[src/sv/quad_x_motor_mixer_assert.svh]
// Assertion macros used by the mixer back end.
`ifndef QUAD_X_MOTOR_MIXER_ASSERT_SVH
`define QUAD_X_MOTOR_MIXER_ASSERT_SVH
`ifndef SYNTHESIS
`define QXM_ASSERT(lbl, prop) \
    lbl: assert property (@(posedge clk) disable iff (!rst_n) prop) \
        else $error("mixer assertion failed");
`define QXM_ASSERT_NEVER(lbl, cond) \
    lbl: assert property (@(posedge clk) disable iff (!rst_n) !(cond)) \
        else $error("mixer forbidden condition seen");
`else
`define QXM_ASSERT(lbl, prop)
`define QXM_ASSERT_NEVER(lbl, cond)
`endif
`endif

[src/sv/qxm_pkg.sv]
// Types and constants of the quad-X motor mixer.
package qxm_pkg;

    localparam int FRAC_BITS = 8;
    localparam int MOTORS    = 4;
    localparam int LEVEL_W   = 16;
    localparam int CMD_W     = 24;
    localparam int SCALED_W  = LEVEL_W + FRAC_BITS;
    localparam int MIX_W     = ((SCALED_W > CMD_W) ? SCALED_W : CMD_W) + 3;
    localparam int D_W       = MIX_W - 1;
    localparam int QUO_W     = D_W;
    localparam int NUM_W     = SCALED_W;
    localparam int PROD_W    = D_W + NUM_W;
    localparam int RES_W     = D_W + 2;

    localparam int MID_Q_DEPTH = 4;
    localparam int MID_PTR_W   = $clog2(MID_Q_DEPTH);
    localparam int MID_CNT_W   = $clog2(MID_Q_DEPTH + 1);
    localparam int OUT_Q_DEPTH = 2;
    localparam int OUT_PTR_W   = $clog2(OUT_Q_DEPTH);
    localparam int OUT_CNT_W   = $clog2(OUT_Q_DEPTH + 1);

    localparam int ADDR_W = 3;
    localparam logic [ADDR_W-1:0] ADDR_IDLE = 3'd0;
    localparam logic [ADDR_W-1:0] ADDR_CEIL = 3'd4;

    localparam logic [LEVEL_W-1:0] IDLE_RESET = 16'd0;
    localparam logic [LEVEL_W-1:0] CEIL_RESET = 16'd4095;
    localparam logic [LEVEL_W-1:0] DRIVE_MAX  = 16'hFFFF;

    typedef struct packed {
        logic        [LEVEL_W-1:0] thrust;
        logic signed [CMD_W-1:0]   roll_cmd;
        logic signed [CMD_W-1:0]   pitch_cmd;
        logic signed [CMD_W-1:0]   yaw_cmd;
    } cmd_t;

    typedef struct packed {
        logic [LEVEL_W-1:0] front_left_drive;
        logic [LEVEL_W-1:0] front_right_drive;
        logic [LEVEL_W-1:0] back_left_drive;
        logic [LEVEL_W-1:0] back_right_drive;
    } drive_t;

    typedef struct packed {
        logic [LEVEL_W-1:0] idle_level;
        logic [LEVEL_W-1:0] ceiling_level;
    } cfg_t;

    typedef struct packed {
        logic [MOTORS-1:0][D_W-1:0] d;
        logic [D_W-1:0]             den;
        logic                       scale;
        logic                       zero;
    } mid_item_t;

endpackage

[src/sv/qxm_queue.sv]
// Short queue between the front end and the scaling back end.
module qxm_queue (
    input  logic               clk,
    input  logic               rst_n,
    input  logic               push,
    input  qxm_pkg::mid_item_t push_item,
    output logic               full,
    input  logic               pop,
    output qxm_pkg::mid_item_t head,
    output logic               empty
);
    import qxm_pkg::*;

    mid_item_t store_reg [MID_Q_DEPTH];
    logic [MID_PTR_W-1:0] wr_reg, rd_reg;
    logic [MID_CNT_W-1:0] cnt_reg, cnt_next;
    logic do_push, do_pop;

    assign full    = cnt_reg == MID_CNT_W'(MID_Q_DEPTH);
    assign empty   = cnt_reg == '0;
    assign do_push = push && !full;
    assign do_pop  = pop && !empty;
    assign head    = store_reg[rd_reg];

    always_comb
    begin
        cnt_next = cnt_reg;
        if (do_push && !do_pop)
            cnt_next = cnt_reg + 1'b1;
        else if (do_pop && !do_push)
            cnt_next = cnt_reg - 1'b1;
    end

    always_ff @(posedge clk or negedge rst_n)
    begin
        if (!rst_n)
        begin
            wr_reg  <= '0;
            rd_reg  <= '0;
            cnt_reg <= '0;
        end
        else
        begin
            cnt_reg <= cnt_next;
            if (do_push)
                wr_reg <= wr_reg + 1'b1;
            if (do_pop)
                rd_reg <= rd_reg + 1'b1;
        end
    end

    always_ff @(posedge clk)
    begin
        if (do_push)
            store_reg[wr_reg] <= push_item;
    end

endmodule

[config.mk]
export PLATFORM = sky130hd
export DESIGN_NAME = qxm_queue
export DESIGN_NICKNAME = d
export VERILOG_FILES = /design/src/sv/quad_x_motor_mixer_assert.svh /design/src/sv/qxm_pkg.sv /design/src/sv/qxm_queue.sv
export SDC_FILE = /design/constraint.sdc
export NUM_CORES = 1
export LEC_CHECK = 0
export BUFFER_PORTS_ARGS = -buffer_cell sky130_fd_sc_hd__buf_2
export CAP_MARGIN = 20
export CORE_ASPECT_RATIO = 0.6
export CORE_UTILIZATION = 59
export CTS_BUF_LIST = sky130_fd_sc_hd__clkbuf_8
export CTS_CLUSTER_SIZE = 14
export DETAILED_ROUTE_END_ITERATION = 6
export GPL_TIMING_DRIVEN = 0
export PLACE_DENSITY = 0.86
export SKIP_CTS_REPAIR_TIMING = 1
export SLEW_MARGIN = 5
export SYNTH_ARGS = -nofsm -noshare
export SYNTH_HDL_FRONTEND = slang
export SYNTH_SLANG_ARGS = --single-unit
[constraint.sdc]
create_clock -name clk -period 9.7 [get_ports clk]
set_input_delay 2.91 -clock clk [delete_from_list [all_inputs] [get_ports clk]]
set_output_delay 2.91 -clock clk [all_outputs]
set_load 0.03 [all_outputs]
==> reports/results.txt <==
Clock Sinks -> 535
PD cells -> 325 mW/mm^2
Worst Hold Slack -> 506 ps
xor/xnor share of the synthesized area -> 0.00270
HPWL Detailed -> 23.5 mm
Sw Pwr -> 2650 uW
total gr overflow -> 0
Final Wtd Congestion -> 0.710
Yosys top cell by area -> edfxtp_1
clock share of power -> 0.207
Cell Area, Synth -> 0.0194 mm^2
H-tree levels -> 3
Final Hold Viols -> 0
worst flop-to-flop path startpoint -> cnt_reg[0]$_DFFE_PN0P_
EDFF count, synth -> 528
Die Area -> 0.0337 mm^2
clk buf depth -> 3
Largest register FFs -> 528
# rows -> 51
post-synthesis mux area share -> 0.154
actual slew at the worst max-slew pin -> 817 ps
worst path arrival time -> 2530 ps
worst clock skew -> 43.3 ps
Synth top area share -> 0.816
asr flop ratio synth -> 0.0131
pre-CTS setup slack -> 4690 ps
post-synthesis adder-cell area fraction -> 0.00425
initial antenna violation count -> 6
CTS tree -> built
CTS Buf Count -> 74
layout cells sized above 1 -> 0.468
Root Buffer -> clkbuf_8
core area -> 0.0324 mm^2
largest family of logic cells by synthesized area -> multiplexers
remaining antenna violation count -> 0
Max FO, Critical Path -> 10
Hold Path Cell Cnt -> 1
io pins -> 270
fin. max-slew vios -> 0
Synth Flop Type -> edfxtp_1
Gate Count Post-Synth -> 726
Synthesized Nets -> 868
First-pass DRT Iterations -> 5
yosys warns -> 0
Req. time, crit path -> 6790 ps
hold path startpoint -> cnt_reg[2]$_DFFE_PN0P_
Reg2Reg Depth -> 6
top post-synthesis cells by area -> edfxtp_1 82%, mux4_2 15%, dfrtp_1 0.90%
GRT Overall Usage -> 0.225
synth cell count leaders -> 528 x edfxtp_1, 132 x mux4_2, 17 x buf_2, 8 x buf_6, 7 x dfrtp_1
Routed wire per std cell -> 24.0 um
port bufs -> 269
Max rail drop VDD -> 0.000245 V
top-count cell post-synth -> edfxtp_1
Max-Slew Margin vs Limit -> 0.455
post-synth cell types -> 20
RSZ-0062 raised after global routing -> false
Internal -> 4790 uW
top achievable clock speed -> 184 MHz
FF+latch count, synth -> 535
largest net degree at the start of global routing -> 52
Worst setup SP type -> register
period utilization -> 0.560
sequential power share -> 0.424
Vias -> 8947
initial drt markers -> 613
Initial Util -> 0.600
Post-Route WL -> 37.5 mm
Remaining DRCs -> 0
clk_lat worst skew -> 630 ps
Die H -> 143 um
type of the worst setup path -> register to primary output
worst hold endpoint -> cnt_reg[2]$_DFFE_PN0P_
Finish-stage setup viols -> 0
CP endpoint kind -> primary output
worst min-delay path class -> register to register
PnR Total Power -> 7440 uW
final setup TNS -> 0 ps
first-pass GRT wire length -> 55.1 mm
P&R area growth vs syn -> 17.7%
synthesized-area fraction occupied by and/or/nand/nor cells -> 0.00296
run status -> finished, final reports clean
Logic pwr share -> 0.368
syn_area_per_cell -> 26.8 um^2
MaxCap Viol Count -> 0
Synth Area in Compound Gates -> 0
vias per cell -> 5.74
Final Worst Setup Slack -> 4260 ps
Leak -> 0.00793 uW
Final min period -> 5440 ps
Final nets -> 1222
Die X -> 236 um
reg2reg setup slack -> 7130 ps
switching power share of the total -> 0.356
RR Endpoint -> store_reg[1][30]$_DFFE_PP_
Reg clk slew, reported paths -> 70 ps
vias in the first global route -> 9341
register area share after synthesis -> 0.825
## critical path, stage by stage, from the launching register on
cell	delay, ps
dfrtp_1	330
buf_2	240
buf_2	370
buf_2	350
mux4_2	370
buf_2	200
## worst max-delay path by stage
stage | from | end | slack (ps)
2_1_floorplan | push | store_reg[0][0]$_DFFE_PP_ | 2970
3_3_place_gp | push | store_reg[1][49]$_DFFE_PP_ | 630
3_5_place_dp | push | store_reg[1][34]$_DFFE_PP_ | 4690
4_1_cts | rd_reg[1]$_DFFE_PN0P_ | head[104] | 4210
5_1_grt | rd_reg[1]$_DFFE_PN0P_ | head[65] | 4140
6_report | rd_reg[1]$_DFFE_PN0P_ | head[74] | 4260
## kinds of logic (layout without fill, tap and decap cells)
kind of cell / count (synthesis) / count (layout)
xor gates and xnor gates: 6 / 6
adders and majority gates: 6 / 6
buffers and inverters: 35 / 440
DFF: 535 / 535
muxes: 134 / 134
other: 0 / 5
and+or+nand+nor: 10 / 10
## placed cells by master, fill, tap and decap left out, types with 2 or more instances in the layout
cell type and instances:
clkbuf_8 75, xnor2_1 4, mux4_2 132, clkinv_1 13
inv_6 2, diode_2 5, edfxtp_1 528, dfrtp_1 7
clkbuf_1 5, buf_2 286, mux2_2 2, and2_4 4
buf_6 8, ha_1 5, xor2_1 2, inv_1 31
buf_16 9, clkinv_2 5, clkinvlp_4 3
## metal layers
layer,global-route usage,share of wire
met1,0.302,0.40
met5,0,0.00035
met3,0.0720,0.083
met4,0.0656,0.013
met2,0.360,0.50
## cell type report
cell class                 count  area, um^2
inverter                       4        15.0
antenna                        5        12.5
buffer                        31         201
clock inverter                52         256
multi-input combinational    156        3200
sequential                   535       16000
fill                        1846        9550
tap                          424         531
clock buffer                  75        1030
timing repair buffer         278        1590
## stage by stage
step | utilization | std cells | instance area (um^2)
after floorplan | - | 726 | 19400
after global placement | 0.657 | 1419 | 21300
after detailed placement | 0.665 | 1428 | 21600
after CTS | 0.705 | 1555 | 22900
after global routing | 0.705 | 1556 | 22900
final | 0.706 | 1560 | 22900
## power groups by stage
stage / combinational (uW) / clock (uW) / sequential, uW
finish: 2740 / 1540 / 3160
global route: 2880 / 1670 / 3190
CTS: 2790 / 1580 / 3160
detailed placement: 2780 / 0 / 3210
global placement: 2660 / 0 / 3290
floorplan: 1950 / 0 / 3220
(Power assumes the default switching activity.)
