<file path="config.mk">
export PLATFORM = sky130hd
export DESIGN_NAME = qxm_front
export DESIGN_NICKNAME = d
export VERILOG_FILES = /design/src/sv/quad_x_motor_mixer_assert.svh /design/src/sv/qxm_pkg.sv /design/src/sv/qxm_front.sv
export SDC_FILE = /design/constraint.sdc
export NUM_CORES = 2
export LEC_CHECK = 0
export BUFFER_PORTS_ARGS = -buffer_cell sky130_fd_sc_hd__buf_2
export CAP_MARGIN = 20
export CORE_MARGIN = 5
export CORE_UTILIZATION = 67
export CTS_CLUSTER_SIZE = 40
export DETAILED_ROUTE_END_ITERATION = 10
export HOLD_SLACK_MARGIN = 0.12
export PLACE_DENSITY = 0.85
export REMOVE_ABC_BUFFERS = 1
export SYNTH_ARGS = -nofsm -noshare
export SYNTH_HDL_FRONTEND = slang
export SYNTH_SLANG_ARGS = --single-unit
</file>
<file path="constraint.sdc">
create_clock -name clk -period 16.4 [get_ports clk]
set_clock_uncertainty 0.1 [all_clocks]
set_input_delay 2.46 -clock clk [delete_from_list [all_inputs] [get_ports clk]]
set_output_delay 2.46 -clock clk [all_outputs]
set_load 0.01 [all_outputs]
</file>
<file path="src/sv/quad_x_motor_mixer_assert.svh">
// Assertion macros used by the mixer back end.
`ifndef QUAD_X_MOTOR_MIXER_ASSERT_SVH
`define QUAD_X_MOTOR_MIXER_ASSERT_SVH
`ifndef SYNTHESIS
`define QXM_ASSERT(lbl, prop) \
    lbl: assert property (@(posedge clk) disable iff (!rst_n) prop) \
        else $error("mixer assertion failed");
`define QXM_ASSERT_NEVER(lbl, cond) \
    lbl: assert property (@(posedge clk) disable iff (!rst_n) !(cond)) \
        else $error("mixer forbidden condition seen");
`else
`define QXM_ASSERT(lbl, prop)
`define QXM_ASSERT_NEVER(lbl, cond)
`endif
`endif

</file>
<file path="src/sv/qxm_pkg.sv">
// Types and constants of the quad-X motor mixer.
package qxm_pkg;

    localparam int FRAC_BITS = 8;
    localparam int MOTORS    = 4;
    localparam int LEVEL_W   = 16;
    localparam int CMD_W     = 24;
    localparam int SCALED_W  = LEVEL_W + FRAC_BITS;
    localparam int MIX_W     = ((SCALED_W > CMD_W) ? SCALED_W : CMD_W) + 3;
    localparam int D_W       = MIX_W - 1;
    localparam int QUO_W     = D_W;
    localparam int NUM_W     = SCALED_W;
    localparam int PROD_W    = D_W + NUM_W;
    localparam int RES_W     = D_W + 2;

    localparam int MID_Q_DEPTH = 4;
    localparam int MID_PTR_W   = $clog2(MID_Q_DEPTH);
    localparam int MID_CNT_W   = $clog2(MID_Q_DEPTH + 1);
    localparam int OUT_Q_DEPTH = 2;
    localparam int OUT_PTR_W   = $clog2(OUT_Q_DEPTH);
    localparam int OUT_CNT_W   = $clog2(OUT_Q_DEPTH + 1);

    localparam int ADDR_W = 3;
    localparam logic [ADDR_W-1:0] ADDR_IDLE = 3'd0;
    localparam logic [ADDR_W-1:0] ADDR_CEIL = 3'd4;

    localparam logic [LEVEL_W-1:0] IDLE_RESET = 16'd0;
    localparam logic [LEVEL_W-1:0] CEIL_RESET = 16'd4095;
    localparam logic [LEVEL_W-1:0] DRIVE_MAX  = 16'hFFFF;

    typedef struct packed {
        logic        [LEVEL_W-1:0] thrust;
        logic signed [CMD_W-1:0]   roll_cmd;
        logic signed [CMD_W-1:0]   pitch_cmd;
        logic signed [CMD_W-1:0]   yaw_cmd;
    } cmd_t;

    typedef struct packed {
        logic [LEVEL_W-1:0] front_left_drive;
        logic [LEVEL_W-1:0] front_right_drive;
        logic [LEVEL_W-1:0] back_left_drive;
        logic [LEVEL_W-1:0] back_right_drive;
    } drive_t;

    typedef struct packed {
        logic [LEVEL_W-1:0] idle_level;
        logic [LEVEL_W-1:0] ceiling_level;
    } cfg_t;

    typedef struct packed {
        logic [MOTORS-1:0][D_W-1:0] d;
        logic [D_W-1:0]             den;
        logic                       scale;
        logic                       zero;
    } mid_item_t;

endpackage

</file>
<file path="src/sv/qxm_front.sv">
// Front end: mixing, min/max search and idle lift of each command beat.
module qxm_front (
    input  logic              clk,
    input  logic              rst_n,
    input  qxm_pkg::cfg_t     cfg,
    input  logic              push,
    output logic              full,
    input  qxm_pkg::cmd_t     command,
    output logic              mid_push,
    output qxm_pkg::mid_item_t mid_item,
    input  logic              mid_full
);
    import qxm_pkg::*;

    logic adv;
    logic v1_reg, v2_reg, v3_reg;
    logic signed [MIX_W-1:0] mix1_reg [MOTORS];
    logic signed [MIX_W-1:0] mix1_next [MOTORS];
    logic signed [MIX_W-1:0] mix2_reg [MOTORS];
    logic signed [MIX_W-1:0] mx2_reg, mn2_reg, mx2_next, mn2_next;
    mid_item_t mid3_reg, mid3_next;

    logic signed [MIX_W-1:0] t_s, r_s, p_s, y_s;
    logic signed [MIX_W-1:0] mxa, mxb, mna, mnb;
    logic signed [MIX_W-1:0] idle_s, ceil_s, base;
    logic signed [MIX_W:0]   diff, den_full, num_s;

    assign adv      = !mid_full;
    assign full     = mid_full;
    assign mid_push = v3_reg && adv;
    assign mid_item = mid3_reg;

    always_comb
    begin
        t_s = signed'(MIX_W'(command.thrust) << FRAC_BITS);
        r_s = MIX_W'(command.roll_cmd);
        p_s = MIX_W'(command.pitch_cmd);
        y_s = MIX_W'(command.yaw_cmd);
        mix1_next[0] = t_s + r_s + p_s + y_s;
        mix1_next[1] = t_s - r_s + p_s - y_s;
        mix1_next[2] = t_s + r_s - p_s - y_s;
        mix1_next[3] = t_s - r_s - p_s + y_s;
    end

    always_comb
    begin
        mxa = (mix1_reg[1] > mix1_reg[0]) ? mix1_reg[1] : mix1_reg[0];
        mxb = (mix1_reg[3] > mix1_reg[2]) ? mix1_reg[3] : mix1_reg[2];
        mna = (mix1_reg[1] < mix1_reg[0]) ? mix1_reg[1] : mix1_reg[0];
        mnb = (mix1_reg[3] < mix1_reg[2]) ? mix1_reg[3] : mix1_reg[2];
        mx2_next = (mxb > mxa) ? mxb : mxa;
        mn2_next = (mnb < mna) ? mnb : mna;
    end

    // A min below idle lifts every drive by idle - min, so offsets are taken from the
    // lower of the two and scaling is then judged on the lifted maximum.
    always_comb
    begin
        idle_s   = signed'(MIX_W'(cfg.idle_level) << FRAC_BITS);
        ceil_s   = signed'(MIX_W'(cfg.ceiling_level) << FRAC_BITS);
        base     = (mn2_reg < idle_s) ? mn2_reg : idle_s;
        mid3_next = '0;
        for (int i = 0; i < MOTORS; i++)
        begin
            diff = (MIX_W+1)'(mix2_reg[i]) - (MIX_W+1)'(base);
            mid3_next.d[i] = D_W'(diff);
        end
        den_full = (MIX_W+1)'(mx2_reg) - (MIX_W+1)'(base);
        num_s    = (MIX_W+1)'(ceil_s) - (MIX_W+1)'(idle_s);
        mid3_next.den   = D_W'(den_full);
        mid3_next.scale = den_full > num_s;
        mid3_next.zero  = den_full == '0;
    end

    always_ff @(posedge clk or negedge rst_n)
    begin
        if (!rst_n)
        begin
            v1_reg <= 1'b0;
            v2_reg <= 1'b0;
            v3_reg <= 1'b0;
        end
        else if (adv)
        begin
            v1_reg <= push;
            v2_reg <= v1_reg;
            v3_reg <= v2_reg;
        end
    end

    always_ff @(posedge clk)
    begin
        if (adv)
        begin
            mix1_reg <= mix1_next;
            mix2_reg <= mix1_reg;
            mx2_reg  <= mx2_next;
            mn2_reg  <= mn2_next;
            mid3_reg <= mid3_next;
        end
    end

endmodule

</file>
==> impl_metrics.toml <==
[status]
status = "finished, final reports clean"

[route]
vias = 26600
ant_nets = 0
initialDrtViolationCount = 2947
drc_errors = 0
wire_per_inst_um = 22.8
first_pass_iters = 6
via_per_inst = 6.38
wirelength_um = 94700

[sta]
min_period_over_period = 0.638
maxSlewHeadroom = 0.224
hold_violations = 0
min_period_ns = 10.46
max_freq_ghz = 0.0956
finalSetupViolations = 0
grt_setup_unrepaired = "false"
tns_ns = 0
maxSlewViolCount = 0
tightest_slew_ns = 1.13

[critical_path]
required_ns = 16.70
cp_max_fo = 19
cp-start-kind = "primary input"
endpoint_kind = "register"
worstPathArrival_ns = 10.76
critPathKind = "primary input to register"
slowest_delay_ns = 0.66
cp_common_cell = "a21o_1"
reg2reg_depth = 33
cp_slowest_cell = "ha_1"

[synth]
synth_ff_type = "edfxtp_1"
synth_top_area_cell = "edfxtp_1"
syn_avg_cell_area_um2 = 10.4
postSynthCellCount = 3199
async_reset_ff_frac = 0.00756
synth_edf_count = 394
ys_seq_area_frac = 0.359
synthTopCellsByCount = "ha_1, edfxtp_1, inv_1, a21oi_1, xnor2_1"
synth_area_leaders = "edfxtp_1, ha_1, fa_1"
synth_cell_types = 84
synth.top_cell.area_share = 0.357
ys_warn_count = 0
netlist_area_um2 = 33200
ys_ff_latch = 397
synth_most_common_cell = "ha_1"

[min_path]
hp-class = "register to register"
min_path_cells = 1

[clocking]
cts_resized = 0
root_buffer = "clkbuf_16"
clock_latency_ns = 0.57
tritoncts = "done"
path_clk_slew_ns = 0.06
cts_buffers = 41
cts_max_level = 2
holdBufCountCts = 0
cts_max_path_buffers = 3
cts_sinks = 397
post_cts_buffers = 0

[global_routing]
overflow = 0
grt_pass1_vias = 25900
grt_max_degree = 146
antenna_found_initial = 1
grt_pass1_wl_um = 145000
grt_usage = 0.343

[floorplan]
core-area_um2 = 49000
ioPinCount = 258
dieArea_um2 = 54100
fp.dieH_um = 232
initial_core_util = 0.678
num_rows = 81
die_w_um = 232

[layout]
nets = 4115
areaGrowthSynthToFinish_pct = 10.2
largest_register_ffs = 132
drive_above_1_share = 0.110

[placement]
io_buffer_count = 257
place_congestion = 0.991
hpwl_um = 76200

[run]
maxCapViolCount = 0
## metal layers
metal | GRT usage | routed length [um] | vias to the layer above
met5 | 0 | 0 | -
met4 | 0.103 | 3140 | 0
met3 | 0.0362 | 8040 | 190
met2 | 0.563 | 43800 | 1441
met1 | 0.488 | 39800 | 12800
li1 | - | - | 12100
## final timing paths
check	from	to	slack [ns]
setup / recovery	cfg[17]	mid_item[1]$_DFFE_PN_	5.94
hold / removal	v3_reg$_DFFE_PN0N_	v3_reg$_DFFE_PN0N_	0.40
setup reg to reg	mn2_reg[9]$_DFFE_PN_	mid_item[1]$_DFFE_PN_	7.48
hold reg to reg	v3_reg$_DFFE_PN0N_	v3_reg$_DFFE_PN0N_	0.40
max in group asynchronous	rst_n	v1_reg$_DFFE_PN0N_	14.52
min in group asynchronous	rst_n	v2_reg$_DFFE_PN0N_	1.58
## placed cells by master (no fill, tap or decap), types with 9 or more instances in the layout
master,count
ha_1,412
edfxtp_1,394
inv_1,341
buf_2,257
a21oi_1,225
xnor2_1,196
nor2_1,161
o21ai_0,160
nand2_1,148
mux2i_1,121
fa_1,112
a21o_1,101
nand2b_1,74
o21a_1,61
xor2_1,60
nor3_1,59
nand3_1,57
nor2b_1,52
clkbuf_16,41
nand4_1,31
a31oi_1,27
o22a_1,26
o21bai_1,23
and3_1,20
a211oi_1,20
or3_1,17
buf_4,17
or2_2,13
maj3_1,13
o31ai_1,12
o211ai_1,11
and2_1,11
a21boi_0,11
o22ai_1,10
o41ai_1,10
o31a_1,9
o2111ai_1,9
a2111oi_0,9
nor4_1,9
clkbuf_1,9
## kinds of logic (layout without fill, tap and decap cells)
| group | after synthesis | after routing | synth area share |
|---|---|---|---|
| AO/OA/AOI/OAI | 796 | 796 | 0.156 |
| XOR/XNOR | 257 | 257 | 0.0681 |
| adder cells (fa/ha/maj) | 537 | 537 | 0.227 |
| buffers and inverters | 392 | 691 | 0.0451 |
| flip-flops | 397 | 397 | 0.359 |
| multiplexers | 130 | 130 | 0.0396 |
| other | 0 | 1 | 0 |
| AND/OR/NAND/NOR | 690 | 690 | 0.105 |
## metrics by stage
stage	worst slack, ns	util	hold slack [ns]	instances	instance area, um2
final	5.94	0.747	0.398	4163	36600
after global routing	5.47	0.747	0.416	4162	36600
after CTS	6.01	0.747	0.396	4162	36600
after detailed placement	5.44	0.720	0.381	4088	35200
after global placement	5.60	0.720	0.370	4088	35200
after floorplan	5.52	-	0.350	3150	33000
## worst max-delay path: cells and delay by family
family	cells	cell delay, ns
muxes	2	0.82
adders and majority gates	7	2.74
and+or+nand+nor	5	0.82
AOI/OAI and AO/OA	17	3.19
buffers and inverters	4	0.71
## layout make-up
type                    instances  area [um2]
inverters                     343        1290
clock buffers                  51        1070
flip-flops and latches        397       11900
clock inverters                23         251
fillers                      3212       12400
repair buffers                274        1410
well taps                     664         831
multi-input cells            2410       19800
diodes                          1        2.50
Power is left out: the tool's default activity adds up to more than one toggle a clock period on the data nets, which glitch-free logic cannot reach.
